<file path="src/rtl/spq_pkg.sv">
package spq_pkg;

   localparam int KEY_W = 32;

   typedef enum logic [1:0] {
      CMD_INSERT = 2'd0,
      CMD_DELETE = 2'd1,
      CMD_READ   = 2'd2
   } cmd_type;

   typedef enum logic [1:0] {
      STAT_OK    = 2'd0,
      STAT_FULL  = 2'd1,
      STAT_EMPTY = 2'd2
   } status_type;

   typedef enum logic [1:0] {
      CELL_HOLD,
      CELL_INSERT,
      CELL_DELETE,
      CELL_ROTATE
   } cell_op_type;

   // broadcast to every cell of the row
   typedef struct packed {
      cell_op_type              op;
      logic signed [KEY_W-1:0]  key;
   } cell_ctl_type;

   // where a cell sits relative to the fill count
   typedef struct packed {
      logic live;      // holds a key
      logic fill_pos;  // first free slot
      logic tail;      // last held key
   } cell_pos_type;

   typedef enum logic {
      ST_IDLE,
      ST_READ
   } state_type;

endpackage

</file>
<file path="src/rtl/spq_cell.sv">
module spq_cell
   import spq_pkg::*;
(
   input  logic                    clock,
   input  cell_ctl_type            ctl,
   input  cell_pos_type            pos,
   input  logic signed [KEY_W-1:0] left_entry,
   input  logic                    left_gt,
   input  logic signed [KEY_W-1:0] right_entry,
   input  logic signed [KEY_W-1:0] head_entry,
   output logic signed [KEY_W-1:0] entry,
   output logic                    gt
);

   logic signed [KEY_W-1:0] entry_ff;
   logic signed [KEY_W-1:0] entry_in;

   assign entry = entry_ff;
   assign gt    = pos.live && (entry_ff > ctl.key);

   always_comb begin
      entry_in = entry_ff;
      unique case (ctl.op)
         CELL_INSERT: begin
            // keys above the new one move one slot right; equal keys stay ahead
            if (left_gt) begin
               entry_in = left_entry;
            end else if (gt || pos.fill_pos) begin
               entry_in = ctl.key;
            end
         end
         CELL_DELETE: begin
            entry_in = right_entry;
         end
         CELL_ROTATE: begin
            if (pos.tail) begin
               entry_in = head_entry;
            end else begin
               entry_in = right_entry;
            end
         end
         default: begin
            entry_in = entry_ff;
         end
      endcase
   end

   always_ff @(posedge clock) begin
      entry_ff <= entry_in;
   end

endmodule

</file>
<file path="src/rtl/sorted_priority_queue_top.sv">
// Sorted priority queue of signed 32-bit keys, smallest at the head.
// Input channel req_*: tuser carries the command (insert, delete minimum,
// read out all), tdata the key for an insert. Result channel rsp_*: tuser
// carries the status (ok, full, empty), tdata the removed or read-out key
// (zero otherwise), tlast marks the final beat of a command.
// The keys live in a row of DEPTH cells; each cell compares its key with the
// incoming one and takes its own, its neighbor's or the new key, so an insert
// or a delete updates every cell together and its single result beat is
// registered in the cycle after acceptance. Insert and delete sustain one
// command per cycle while the receiver takes every beat.
// A read-out rotates the held keys once around the live part of the row,
// one beat per cycle from the head while the receiver takes every beat; the
// read state is entered on acceptance and registers each beat from there,
// req_tready stays low until the last beat is registered; a read-out of an
// empty queue gives a single empty beat. The rotation leaves the order unchanged.
// Reset empties the queue; key storage is not cleared.
// A stalled result beat holds in the output register; req_tready stays low
// until it is taken or during a read-out.
module sorted_priority_queue_top
   import spq_pkg::*;
#(
   parameter int DEPTH = 8
)
(
   input  logic              clock,
   input  logic              reset,
   input  logic              req_tvalid,
   output logic              req_tready,
   input  logic [KEY_W-1:0]  req_tdata,   // [31:0] value
   input  logic [1:0]        req_tuser,   // [1:0] command
   output logic              rsp_tvalid,
   input  logic              rsp_tready,
   output logic [KEY_W-1:0]  rsp_tdata,   // [31:0] data
   output logic [1:0]        rsp_tuser,   // [1:0] status
   output logic              rsp_tlast
);

   localparam int CNT_W = $clog2(DEPTH + 1);

   state_type          state_ff, state_in;
   logic [CNT_W-1:0]   fill_ff, fill_in;
   logic [CNT_W-1:0]   rd_ff, rd_in;
   logic               rsp_valid_ff, rsp_valid_in;
   logic [KEY_W-1:0]   rsp_data_ff, rsp_data_in;
   status_type         rsp_status_ff, rsp_status_in;
   logic               rsp_last_ff, rsp_last_in;

   cell_ctl_type       ctl;
   logic               out_free;
   logic               accept;
   logic [CNT_W-1:0]   rd_next;
   cmd_type            cmd;

   logic signed [KEY_W-1:0] entry_w [DEPTH];
   logic                    gt_w    [DEPTH];

   // cell row
   for (genvar i = 0; i < DEPTH; i++) begin : g_cell
      cell_pos_type            pos;
      logic signed [KEY_W-1:0] left_e;
      logic                    left_g;
      logic signed [KEY_W-1:0] right_e;

      assign pos.live     = CNT_W'(i) < fill_ff;
      assign pos.fill_pos = CNT_W'(i) == fill_ff;
      assign pos.tail     = CNT_W'(i + 1) == fill_ff;

      if (i == 0) begin : g_first
         assign left_e = entry_w[0];
         assign left_g = 1'b0;
      end else begin : g_mid
         assign left_e = entry_w[i-1];
         assign left_g = gt_w[i-1];
      end

      if (i == DEPTH - 1) begin : g_last
         assign right_e = entry_w[i];
      end else begin : g_inner
         assign right_e = entry_w[i+1];
      end

      spq_cell u_cell (
         .clock       (clock),
         .ctl         (ctl),
         .pos         (pos),
         .left_entry  (left_e),
         .left_gt     (left_g),
         .right_entry (right_e),
         .head_entry  (entry_w[0]),
         .entry       (entry_w[i]),
         .gt          (gt_w[i])
      );
   end

   assign out_free   = !rsp_valid_ff || rsp_tready;
   assign req_tready = (state_ff == ST_IDLE) && out_free;
   assign accept     = req_tvalid && req_tready;
   assign cmd        = cmd_type'(req_tuser);
   assign rd_next    = rd_ff + CNT_W'(1);

   always_comb begin
      state_in      = state_ff;
      fill_in       = fill_ff;
      rd_in         = rd_ff;
      rsp_valid_in  = rsp_valid_ff && !rsp_tready;
      rsp_data_in   = rsp_data_ff;
      rsp_status_in = rsp_status_ff;
      rsp_last_in   = rsp_last_ff;
      ctl.op        = CELL_HOLD;
      ctl.key       = req_tdata;

      unique case (state_ff)
         ST_IDLE: begin
            if (accept) begin
               unique case (cmd)
                  CMD_INSERT: begin
                     rsp_valid_in = 1'b1;
                     rsp_data_in  = '0;
                     rsp_last_in  = 1'b1;
                     if (fill_ff == CNT_W'(DEPTH)) begin
                        rsp_status_in = STAT_FULL;
                     end else begin
                        rsp_status_in = STAT_OK;
                        ctl.op        = CELL_INSERT;
                        fill_in       = fill_ff + CNT_W'(1);
                     end
                  end
                  CMD_DELETE: begin
                     rsp_valid_in = 1'b1;
                     rsp_last_in  = 1'b1;
                     if (fill_ff == '0) begin
                        rsp_status_in = STAT_EMPTY;
                        rsp_data_in   = '0;
                     end else begin
                        rsp_status_in = STAT_OK;
                        rsp_data_in   = entry_w[0];
                        ctl.op        = CELL_DELETE;
                        fill_in       = fill_ff - CNT_W'(1);
                     end
                  end
                  CMD_READ: begin
                     if (fill_ff == '0) begin
                        rsp_valid_in  = 1'b1;
                        rsp_status_in = STAT_EMPTY;
                        rsp_data_in   = '0;
                        rsp_last_in   = 1'b1;
                     end else begin
                        rd_in    = '0;
                        state_in = ST_READ;
                     end
                  end
                  default: begin
                     // unused code: dropped without a result
                  end
               endcase
            end
         end
         ST_READ: begin
            if (out_free) begin
               rsp_valid_in  = 1'b1;
               rsp_status_in = STAT_OK;
               rsp_data_in   = entry_w[0];
               rsp_last_in   = rd_next == fill_ff;
               ctl.op        = CELL_ROTATE;
               rd_in         = rd_next;
               if (rd_next == fill_ff) begin
                  state_in = ST_IDLE;
               end
            end
         end
         default: begin
            state_in = ST_IDLE;
         end
      endcase
   end

   always_ff @(posedge clock) begin
      if (reset) begin
         state_ff     <= ST_IDLE;
         fill_ff      <= '0;
         rd_ff        <= '0;
         rsp_valid_ff <= 1'b0;
      end else begin
         state_ff     <= state_in;
         fill_ff      <= fill_in;
         rd_ff        <= rd_in;
         rsp_valid_ff <= rsp_valid_in;
      end
   end

   always_ff @(posedge clock) begin
      rsp_data_ff   <= rsp_data_in;
      rsp_status_ff <= rsp_status_in;
      rsp_last_ff   <= rsp_last_in;
   end

   assign rsp_tvalid = rsp_valid_ff;
   assign rsp_tdata  = rsp_data_ff;
   assign rsp_tuser  = rsp_status_ff;
   assign rsp_tlast  = rsp_last_ff;

`ifndef SYNTH
   a_fill_bound: assert property (@(posedge clock) disable iff (reset)
      fill_ff <= CNT_W'(DEPTH))
      else $error("fill count above depth");

   a_read_idx: assert property (@(posedge clock) disable iff (reset)
      (state_ff == ST_READ) |-> (rd_ff < fill_ff))
      else $error("read-out index past fill count");

   a_insert_grow: assert property (@(posedge clock) disable iff (reset)
      (accept && cmd == CMD_INSERT && fill_ff != CNT_W'(DEPTH))
      |=> (fill_ff == $past(fill_ff) + CNT_W'(1)))
      else $error("insert did not grow the queue");

   a_status_zero: assert property (@(posedge clock) disable iff (reset)
      (rsp_tvalid && rsp_tuser != STAT_OK) |-> (rsp_tdata == '0 && rsp_tlast))
      else $error("error beat with data or without last");

   a_read_last: assert property (@(posedge clock) disable iff (reset)
      (state_ff == ST_READ && out_free && rd_next == fill_ff) |=> (state_ff == ST_IDLE))
      else $error("read-out did not end on its last beat");
`endif

endmodule
</file>
<file path="config.mk">
export PLATFORM = sky130hd
export DESIGN_NAME = sorted_priority_queue_top
export DESIGN_NICKNAME = d
export VERILOG_FILES = /design/src/rtl/spq_pkg.sv /design/src/rtl/spq_cell.sv /design/src/rtl/sorted_priority_queue_top.sv
export SDC_FILE = /design/constraint.sdc
export NUM_CORES = 1
export LEC_CHECK = 0
export BUFFER_PORTS_ARGS = -buffer_cell sky130_fd_sc_hd__buf_2
export CORE_MARGIN = 2
export CORE_UTILIZATION = 45
export CTS_BUF_LIST = sky130_fd_sc_hd__clkbuf_4 sky130_fd_sc_hd__clkbuf_8 sky130_fd_sc_hd__clkbuf_16
export DETAILED_ROUTE_END_ITERATION = 10
export SLEW_MARGIN = 5
export SYNTH_ARGS = -nofsm -noshare
export SYNTH_HDL_FRONTEND = slang
export SYNTH_SLANG_ARGS = --single-unit
</file>
<file path="constraint.sdc">
create_clock -name clock -period 5.93 [get_ports clock]
set_input_delay 0.2965 -clock clock [delete_from_list [all_inputs] [get_ports clock]]
set_output_delay 0.2965 -clock clock [all_outputs]
set_load 0.01 [all_outputs]
</file>
Yosys cells after proc, flatten, opt, wreduce, memory -nomap -nowiden. Cells that the tools add are included.

Add/subtract/negate cells: 3. Order comparisons: 16. Eq/ne operators: 34. Mux-type cells: 74. Bitwise gates (word level): 1. Reduce and logical (&&, ||, !) cells: 40.

Operators with widths (count): $mux 32 (27); $pmux 32 s3 (8); $gt 32x32->1 (8); $pmux 32 s2 (2); $mux 4 (6); $ne 3x1->1 const B (7); $eq 3x4->1 const A (4); $lt 3x4->1 const A (4); $pmux 4 s2 (2); $mux 2 (7); $mux 1 (13); $ne 2x2->1 const B (6); $pmux 2 s2 (3); $reduce_and 2->1 (6); $reduce_and 4->1 (3); $logic_and 1x1->1 (11); $pmux 1 s2 (5); $logic_or 1x1->1 (9); $add 4x1->4 const B (2); $eq 2x4->1 const A (2); $lt 1x4->1 const A (2); $lt 2x4->1 const A (2); $eq 2x2->1 const B (3); $ne 2x1->1 const B (3); other kinds (18) (23).

Register bits after elaboration: 301. Input bits: 38. Output and inout bits: 37. Logic and storage cells: 183.

Depth between registers and ports, before layout. Gate-level depths: netlist of run 1.

Word-level depth: 9. Gate-level depth with buffers: 15. Gate-level depth less buffers: 9.

Modules after synthesis. Synthesis of run 1 repeated with hierarchy kept, for this count alone.

Cells, all modules: 2596. Area total of the unflattened synthesis: 24275.8 um^2.

By module, submodules not included: spq_cell (g_cell[1].u_cell ...) (times used 6, cells an instance 301, area an instance 2756.4 um^2, seq. area each 960.9 um^2); spq_cell (g_cell[7].u_cell) (times used 1, cells an instance 303, area an instance 2859.0 um^2, seq. area each 960.9 um^2); spq_cell (g_cell[0].u_cell) (times used 1, cells an instance 298, area an instance 2711.4 um^2, seq. area each 960.9 um^2); sorted_priority_queue_top (times used 1, cells an instance 189, area an instance 2167.1 um^2, seq. area each 1251.2 um^2).

Worst setup path before layout of run 1. OpenSTA, ideal clock, no wires.

Path kind: input -> register. Start point: input port req_tdata[31]. End point: register g_cell[6].u_cell.entry_ff[0] (enable). Setup time: 0.533 ns. Arrival time: 5.907 ns. Data required time: 5.397 ns. Slack: -0.510 ns. Stages on the path: 9. Buffers on the path: 1. Cells stage by stage: buf_2 inv_1 ha_1 nand4_2 nor3_1 a221o_1 or2_1 o31a_1 o311ai_0.

Longest elaborated chain between the ends: 5. Elaborated cells on any way between the ends: 7. Those cells by class: 2 x order compare; 1 x eq/ne; 4 x reduce/logical.

RTL lines: start: declaration (line sorted_priority_queue_top.sv:29) `input logic [KEY_W-1:0] req_tdata,`; $gt 32x32->1 (line spq_cell.sv:19) `assign gt = pos.live && (entry_ff > ctl.key);`; $logic_and 1x1->1 (line spq_cell.sv:19); $logic_or 1x1->1 (line spq_cell.sv:28) `end else if (gt || pos.fill_pos) begin`; $ne 3x1->1 (no source line) (*); $reduce_and 2->1 (no source line) (*); end signal: assignment (line spq_cell.sv:49) `entry_ff <= entry_in;`; end: declaration (line spq_cell.sv:15) `logic signed [KEY_W-1:0] entry_ff;`.

Every way passes the cells marked *; elsewhere a longest branch is shown, timed or not. A chain may end at the register's enable or synchronous reset.

Final worst setup path of run 1.
Start point: register fill_ff[1]. End point: register g_cell[4].u_cell.entry_ff[30] (data pin).

Longest elaborated chain between the ends: 7. Elaborated cells on any way between the ends: 16. Those cells by class: 1 x order compare; 5 x eq/ne; 8 x mux; 2 x reduce/logical.

RTL lines: start: declaration (line sorted_priority_queue_top.sv:41) `logic [CNT_W-1:0] fill_ff, fill_in;`; start signal: assignment (line sorted_priority_queue_top.sv:185) `fill_ff <= fill_in;`; $eq 4x4->1 / $logic_not 4->1 (equally long branches) (line sorted_priority_queue_top.sv:120, sorted_priority_queue_top.sv:131); $mux 1 / $mux 2 (equally long branches) (line sorted_priority_queue_top.sv:120, sorted_priority_queue_top.sv:131); $pmux 2 s2 (line sorted_priority_queue_top.sv:115) `unique case (cmd)`; $mux 2 (line sorted_priority_queue_top.sv:114) `if (accept) begin`; $pmux 2 s2 (line sorted_priority_queue_top.sv:112) `unique case (state_ff)`; $eq 2x2->1, or another cell as far along (line spq_cell.sv:23) `unique case (ctl.op)`; $pmux 32 s3 (*) (line spq_cell.sv:23); via g_cell[4].u_cell.entry_in[30] (line spq_cell.sv:16) `logic signed [KEY_W-1:0] entry_in;`; end signal: assignment (line spq_cell.sv:49); end: declaration (line spq_cell.sv:15).

The timed path passes the listed nets; every way through them passes the cells marked *.

==> impl_metrics.py, run 1 <==
metrics = {
    "status": {
        "status": "finished clean",
    },
    "clock_tree": {
        "cts_tree": "yes",
        "cts_setup_buffers": 0,
        "clockBufferDepth": 3,
        "clk_latency_ns": 0.56,
        "ctsHtreeMaxLevel": 2,
        "cts_resized": 0,
        "cts.sinks": 301,
        "hold_buffers": 0,
        "clockRootBuffer": "clkbuf_16",
        "cts-buffers-inserted": 37,
        "clk_pin_slew_worst_paths_ns": 0.06,
    },
    "final_layout": {
        "final_cell_area_um2": 24700,
        "instances_no_fill": 2997,
        "final_util_pct": 49.5,
        "layout_common_cells": "428 x nand2_1, 291 x edfxtp_1, 265 x ha_1",
        "seq_area_um2": 8940,
        "drive_gt1_share_pct": 10.9,
        "layout_commonest_cell": "nand2_1",
        "fillers": 4545,
        "multiInputGateArea_um2": 12600,
        "area_growth_pct": 9.12,
        "layout.nets": 2602,
    },
    "sta": {
        "fin_crit_sh_pct": 80.5,
        "max_freq_mhz": 209,
        "fin_tns_setup_ns": 0,
        "setup_violations": 0,
        "hold_viol_final": 0,
        "slew_headroom_pct": 6.37,
        "worstMarginPinSlew_ns": 1.40,
        "fin_skew_ns": 0.0170,
        "rsz0062_at_grt": "no",
        "min_period_ns": 4.78,
        "holdWs_ns": 0.0389,
        "drv_slew": 0,
    },
    "grt": {
        "grt_first_pass_wirelength_mm": 125,
        "grt_max_degree": 68,
        "antenna_found_initial": 1,
        "grt.overflow.total": 0,
        "first_global_vias": 19400,
        "track_usage_pct": 31.9,
    },
    "detailed_routing": {
        "routedWlPerCell_um": 28.3,
        "dr.first_iter.drc_count": 2616,
        "antenna_left": 0,
        "dr.pass1.iters": 6,
        "vias": 20100,
        "via_per_inst": 6.69,
        "drc_errors": 0,
        "drt_wl_total_mm": 84.8,
    },
    "placed_design": {
        "port_buffers": 74,
        "place_area_um2": 23500,
        "hpwl_mm": 57.1,
        "gp_congestion": 0.933,
        "dp_cells": 2931,
    },
    "die": {
        "dieArea_um2": 52100,
        "io_pins": 75,
        "die_h_um": 228,
        "core-area_um2": 50000,
        "rows": 82,
        "start_util_pct": 45.3,
        "die_w_um": 228,
    },
    "yosys": {
        "synthCells": 2334,
        "synthArstFlopShare_pct": 0,
        "syn-num-nets": 2637,
        "ys_ff_latch": 301,
        "yosysWarnings": 0,
        "synth-edff-count": 291,
        "ys_seq_area_share_pct": 39.5,
        "syn_area_um2": 22600,
        "synth_cell_types": 78,
        "yosys_most_used_dff": "edfxtp_1",
        "avgSynthCellArea_um2": 9.70,
    },
    "worst_setup_path": {
        "worstPathRequired_ns": 6.35,
        "crit_path_cell_trace": "inv_1 -> ha_1 -> or3b_1 -> a31oi_1 -> or2_4 -> nand3b_1 -> mux2i_4 -> buf_4 -> a221o_1",
        "cp_num_buf_inv": 2,
        "r2r_end": "g_cell[4].u_cell.entry[30]",
        "reg2reg_from": "fill_ff[1]",
        "worstSetupPathType": "flop to flop",
        "r2r_slack_ns": 1.15,
        "crit_path_top_delay_cell": "or2_4",
        "reg2regPathDepth": 9,
        "critical_path_arrival_ns": 5.19,
        "critPathMaxStageDelay_ns": 0.85,
        "startpoint_type": "flop",
        "path_max_fanout": 67,
        "end_kind": "flop",
        "cp_top_family": "simple AND/OR/NAND/NOR gates",
    },
    "min_path": {
        "min_path_cells": 2,
        "min_from": "reset",
        "holdPathEnd": "fill_ff[3]",
        "hold_class": "primary input to flop",
    },
    "pwr": {
        "p_leak_nw": 9.96,
        "p_per_area_nw_per_um2": 269,
        "ir_worst_vdd_mv": 0.151,
    },
    "run": {
        "cap_violations": 0,
    },
}
## power breakdown
part | internal, mW | switching [mW] | leakage (nW) | total, mW
logic | 0.538 | 0.975 | 6.60 | 1.51
clock network | 1.41 | 0.936 | 0.606 | 2.35
registers | 2.59 | 0.201 | 2.75 | 2.79
total | 4.54 | 2.11 | 9.96 | 6.65
## worst reg2reg max path, delay by kind of cell, from the launching register on
family,cells,cell delay (ns)
muxes,1,0.71
adders and majority gates,1,0.40
DFF,1,0.43
and+or+nand+nor,3,1.71
AOI/OAI and AO/OA,2,0.62
buffers and inverters,2,0.78
## stage by stage
step	setup WS, ns	total power [mW]
after floorplan	0.778	3.73
after global placement	1.30	4.24
after detailed placement	1.27	4.30
after CTS	1.25	6.63
after global routing	0.976	6.87
final	1.15	6.65
## cell usage after synthesis (4+ instances only)
| cell | count | area share (%) |
|---|---|---|
| a211oi_1 | 5 | 0.17 |
| a21o_1 | 43 | 1.4 |
| a21oi_1 | 225 | 5.0 |
| a221o_1 | 100 | 4.4 |
| a221oi_1 | 7 | 0.27 |
| a31oi_1 | 8 | 0.22 |
| and3_1 | 10 | 0.28 |
| and4_1 | 7 | 0.27 |
| buf_1 | 4 | 0.066 |
| buf_2 | 83 | 1.8 |
| buf_6 | 14 | 0.70 |
| clkbuf_1 | 82 | 1.4 |
| dfxtp_1 | 10 | 0.88 |
| edfxtp_1 | 291 | 39 |
| ha_1 | 265 | 15 |
| inv_1 | 115 | 1.9 |
| mux2i_1 | 68 | 3.0 |
| nand2_1 | 428 | 7.1 |
| nand2b_1 | 42 | 1.2 |
| nand3_1 | 40 | 0.88 |
| nand3b_1 | 5 | 0.17 |
| nand4_1 | 54 | 1.5 |
| nand4_2 | 4 | 0.22 |
| nor2_1 | 31 | 0.51 |
| nor2b_1 | 43 | 1.2 |
| nor3_1 | 16 | 0.35 |
| nor3b_1 | 4 | 0.13 |
| nor4_1 | 11 | 0.30 |
| o211ai_1 | 13 | 0.43 |
| o21a_1 | 9 | 0.30 |
| o21ai_0 | 74 | 1.6 |
| o221a_2 | 32 | 1.6 |
| o221ai_1 | 65 | 2.5 |
| o31a_1 | 5 | 0.19 |
| o31ai_1 | 38 | 1.3 |
| or3_1 | 5 | 0.14 |
| or4_1 | 5 | 0.17 |
| xnor2_1 | 5 | 0.19 |
## layout make-up
type | instances | share of cell area [%]
Clock inverter | 13 | 0.668
Multi-Input combinational cell | 1732 | 50.9
Antenna cell | 1 | 0.0101
Inverter | 115 | 1.75
Clock buffer | 51 | 4.25
Timing Repair Buffer | 112 | 2.87
Tap cell | 672 | 3.40
Sequential cell | 301 | 36.2
## sequential cells by signal, indices dropped and copies added (netlist names)
name                 count
rsp_tlast                1
rsp_tvalid               1
rsp_tuser                2
rd_ff                    4
state_ff                 1
rsp_tdata               32
fill_ff                  4
g_cell.u_cell.entry    256
## metal layers
metal | track usage (%) | vias up | routed length, um
li1 | - | 8800 | -
met1 | 43.8 | 9716 | 34800
met2 | 47.9 | 1323 | 36600
met3 | 8.62 | 218 | 10500
met4 | 12.0 | 0 | 2820
met5 | 0 | - | 0
## logic make-up after synthesis
logic type | after synthesis | share of synthesized area, %
simple gates | 727 | 15.4
buf+inv | 301 | 5.96
compound gates | 664 | 21.2
flops | 301 | 39.5
fa+ha+maj | 265 | 14.6
xor+xnor | 8 | 0.309
mux | 68 | 3.01
## worst max-delay path by stage
stage,from,end,slack (ns),depth (start not counted)
6_report,fill_ff[1],g_cell[4].u_cell.entry[30],1.15,9
5_1_grt,fill_ff[1],g_cell[4].u_cell.entry[30],0.98,9
4_1_cts,fill_ff[1],g_cell[4].u_cell.entry[13],1.25,9
3_5_place_dp,fill_ff[1],g_cell[4].u_cell.entry[13],1.27,9
3_3_place_gp,fill_ff[1],g_cell[4].u_cell.entry[13],1.30,9
2_1_floorplan,req_tdata[31],g_cell[5].u_cell.entry[0],0.78,9
(Power assumes the default switching activity.)
==> run 2: changes to the inputs <==
clock period = 4.4 ns   (was 5.93 ns; I/O delays follow)
==> impl_metrics.py, run 2 (synthesis gave the netlist of run 1 again) <==
metrics = {
    "final_layout": {
        "fillers": 4552,
        "drive_gt1_share_pct": 12.8,
        "layout_common_cells": "428 x nand2_1, 291 x edfxtp_1, 265 x ha_1",
        "layout_commonest_cell": "nand2_1",
        "final_util_pct": 50.4,
        "area_growth_pct": 11.1,
        "largest_register_ffs": 256,
        "final_cell_area_um2": 25200,
        "layout.nets": 2651,
        "instances_no_fill": 3049,
    },
    "placed_design": {
        "place_area_um2": 23900,
        "port_buffers": 74,
        "pre_cts_ws_ns": 0.319,
        "dp_cells": 2978,
        "hpwl_mm": 60.1,
        "gp_congestion": 0.940,
    },
    "pwr": {
        "clkPwrFrac_pct": 35.6,
        "ir_worst_vdd_mv": 0.204,
        "p_leak_nw": 10.2,
        "p_sw_mw": 2.92,
        "total_power_mw": 9.09,
        "swShare_pct": 32.1,
        "p_seq_share_pct": 41.3,
        "p_per_area_nw_per_um2": 361,
        "p_int_mw": 6.17,
        "p_comb_share_pct": 23.1,
    },
    "sta": {
        "hold_viol_final": 0,
        "holdWs_ns": 0.0742,
        "fin_skew_ns": 0.0287,
        "min_period_ns": 4.04,
        "setup_violations": 0,
        "slew_headroom_pct": 8.48,
        "fin_tns_setup_ns": 0,
        "rsz0062_at_grt": "no",
        "finalWorstSetupSlack_ns": 0.356,
        "worstMarginPinSlew_ns": 1.34,
        "fin_crit_sh_pct": 91.9,
        "max_freq_mhz": 247,
        "drv_slew": 0,
    },
    "worst_setup_path": {
        "startpoint_type": "flop",
        "critical_path_arrival_ns": 4.20,
        "r2r_end": "g_cell[3].u_cell.entry[17]",
        "worstSetupPathType": "flop to flop",
        "startpoint": "fill_ff[0]",
        "reg2regPathDepth": 10,
        "path_max_fanout": 32,
        "cp-endpoint": "g_cell[3].u_cell.entry[17]",
        "worstPathRequired_ns": 4.56,
        "r2r_slack_ns": 0.36,
        "reg2reg_from": "fill_ff[0]",
        "end_kind": "flop",
    },
    "detailed_routing": {
        "drc_errors": 0,
        "routedWlPerCell_um": 28.4,
        "drt_wl_total_mm": 86.5,
        "dr.pass1.iters": 6,
        "via_per_inst": 6.66,
        "antenna_left": 0,
        "dr.first_iter.drc_count": 2927,
        "vias": 20300,
    },
    "die": {
        "die_h_um": 228,
        "core-area_um2": 50000,
        "die_w_um": 228,
        "dieArea_um2": 52100,
        "io_pins": 75,
        "start_util_pct": 45.3,
        "rows": 82,
    },
    "clock_tree": {
        "clk_pin_slew_worst_paths_ns": 0.05,
        "clk_latency_ns": 0.57,
        "cts_resized": 0,
        "clockBufferDepth": 3,
        "cts_setup_buffers": 0,
        "cts.sinks": 301,
        "clockRootBuffer": "clkbuf_16",
        "cts-buffers-inserted": 39,
        "ctsHtreeMaxLevel": 2,
        "cts_tree": "yes",
    },
    "grt": {
        "grt.overflow.total": 0,
        "first_global_vias": 19400,
        "track_usage_pct": 32.5,
        "grt_max_degree": 65,
        "grt_first_pass_wirelength_mm": 127,
        "antenna_found_initial": 3,
    },
    "run": {
        "cap_violations": 0,
    },
    "min_path": {
        "hold_class": "primary input to flop",
    },
    "status": {
        "status": "finished clean",
    },
}
[run 2: changes by cell type in the layout (fill, tap and decap cells not counted), sizes merged]
cell,previous run,this run
clkinv,9,15
dlygate4sd3,0,1
inv,115,116
clkbuf,51,48
bufinv,4,3
clkinvlp,0,2
buf,112,158
[run 2: power groups by stage]
stage | Combinational, mW | Clock [mW] | Sequential [mW]
floorplan | 1.36 | 0 | 3.67
global placement | 1.99 | 0 | 3.80
detailed placement | 2.03 | 0 | 3.80
CTS | 2.04 | 3.26 | 3.74
global route | 2.24 | 3.38 | 3.77
finish | 2.10 | 3.24 | 3.75
[run 2: critical path, stage by stage (launching register included)]
cell,delay (ns)
dfxtp_1,0.60
inv_1,0.17
ha_1,0.38
nand3b_1,0.28
a41oi_2,0.30
a21oi_1,0.24
buf_4,0.23
nand3b_1,0.10
a211oi_1,0.23
a211o_1,0.15
a311o_2,0.95
[run 2: timing repair]
action	in CTS	in global routing
endpoints found under the hold margin	10	0
setup endpoints to repair	0	0
hold buffers	1	0
[run 2: layout make-up]
type	instances	area [um^2]	share of cell area (%)
Multi-Input combinational cell	1732	12600	50.0
Sequential cell	301	8940	35.5
Timing Repair Buffer	159	1110	4.42
Clock buffer	48	1080	4.29
Tap cell	672	841	3.34
Inverter	115	432	1.72
Clock inverter	21	180	0.716
Antenna cell	1	2.50	0.00994
[run 2: how the worst min path moves through the flow]
stage | depth (start not counted) | endpoint | from | slack (ns)
after floorplan | 2 | rd_ff[3] | rd_ff[3] | 0.47
after global placement | 2 | rd_ff[3] | rd_ff[3] | 0.50
after detailed placement | 2 | rd_ff[3] | rd_ff[3] | 0.51
after CTS | 3 | g_cell[5].u_cell.entry[19] | req_tdata[19] | 0.05
after global routing | 3 | g_cell[5].u_cell.entry[22] | req_tdata[22] | 0.09
final | 3 | g_cell[6].u_cell.entry[19] | req_tdata[19] | 0.07
[run 2: metal layers]
| layer | track usage, % | share of wire, % | up-vias |
|---|---|---|---|
| met4 | 11.2 | 3.4 | 0 |
| met1 | 45.8 | 41 | 9910 |
| met5 | 0 | 0 | - |
| met2 | 49.7 | 44 | 1291 |
| li1 | - | - | 8887 |
| met3 | 6.62 | 11 | 212 |
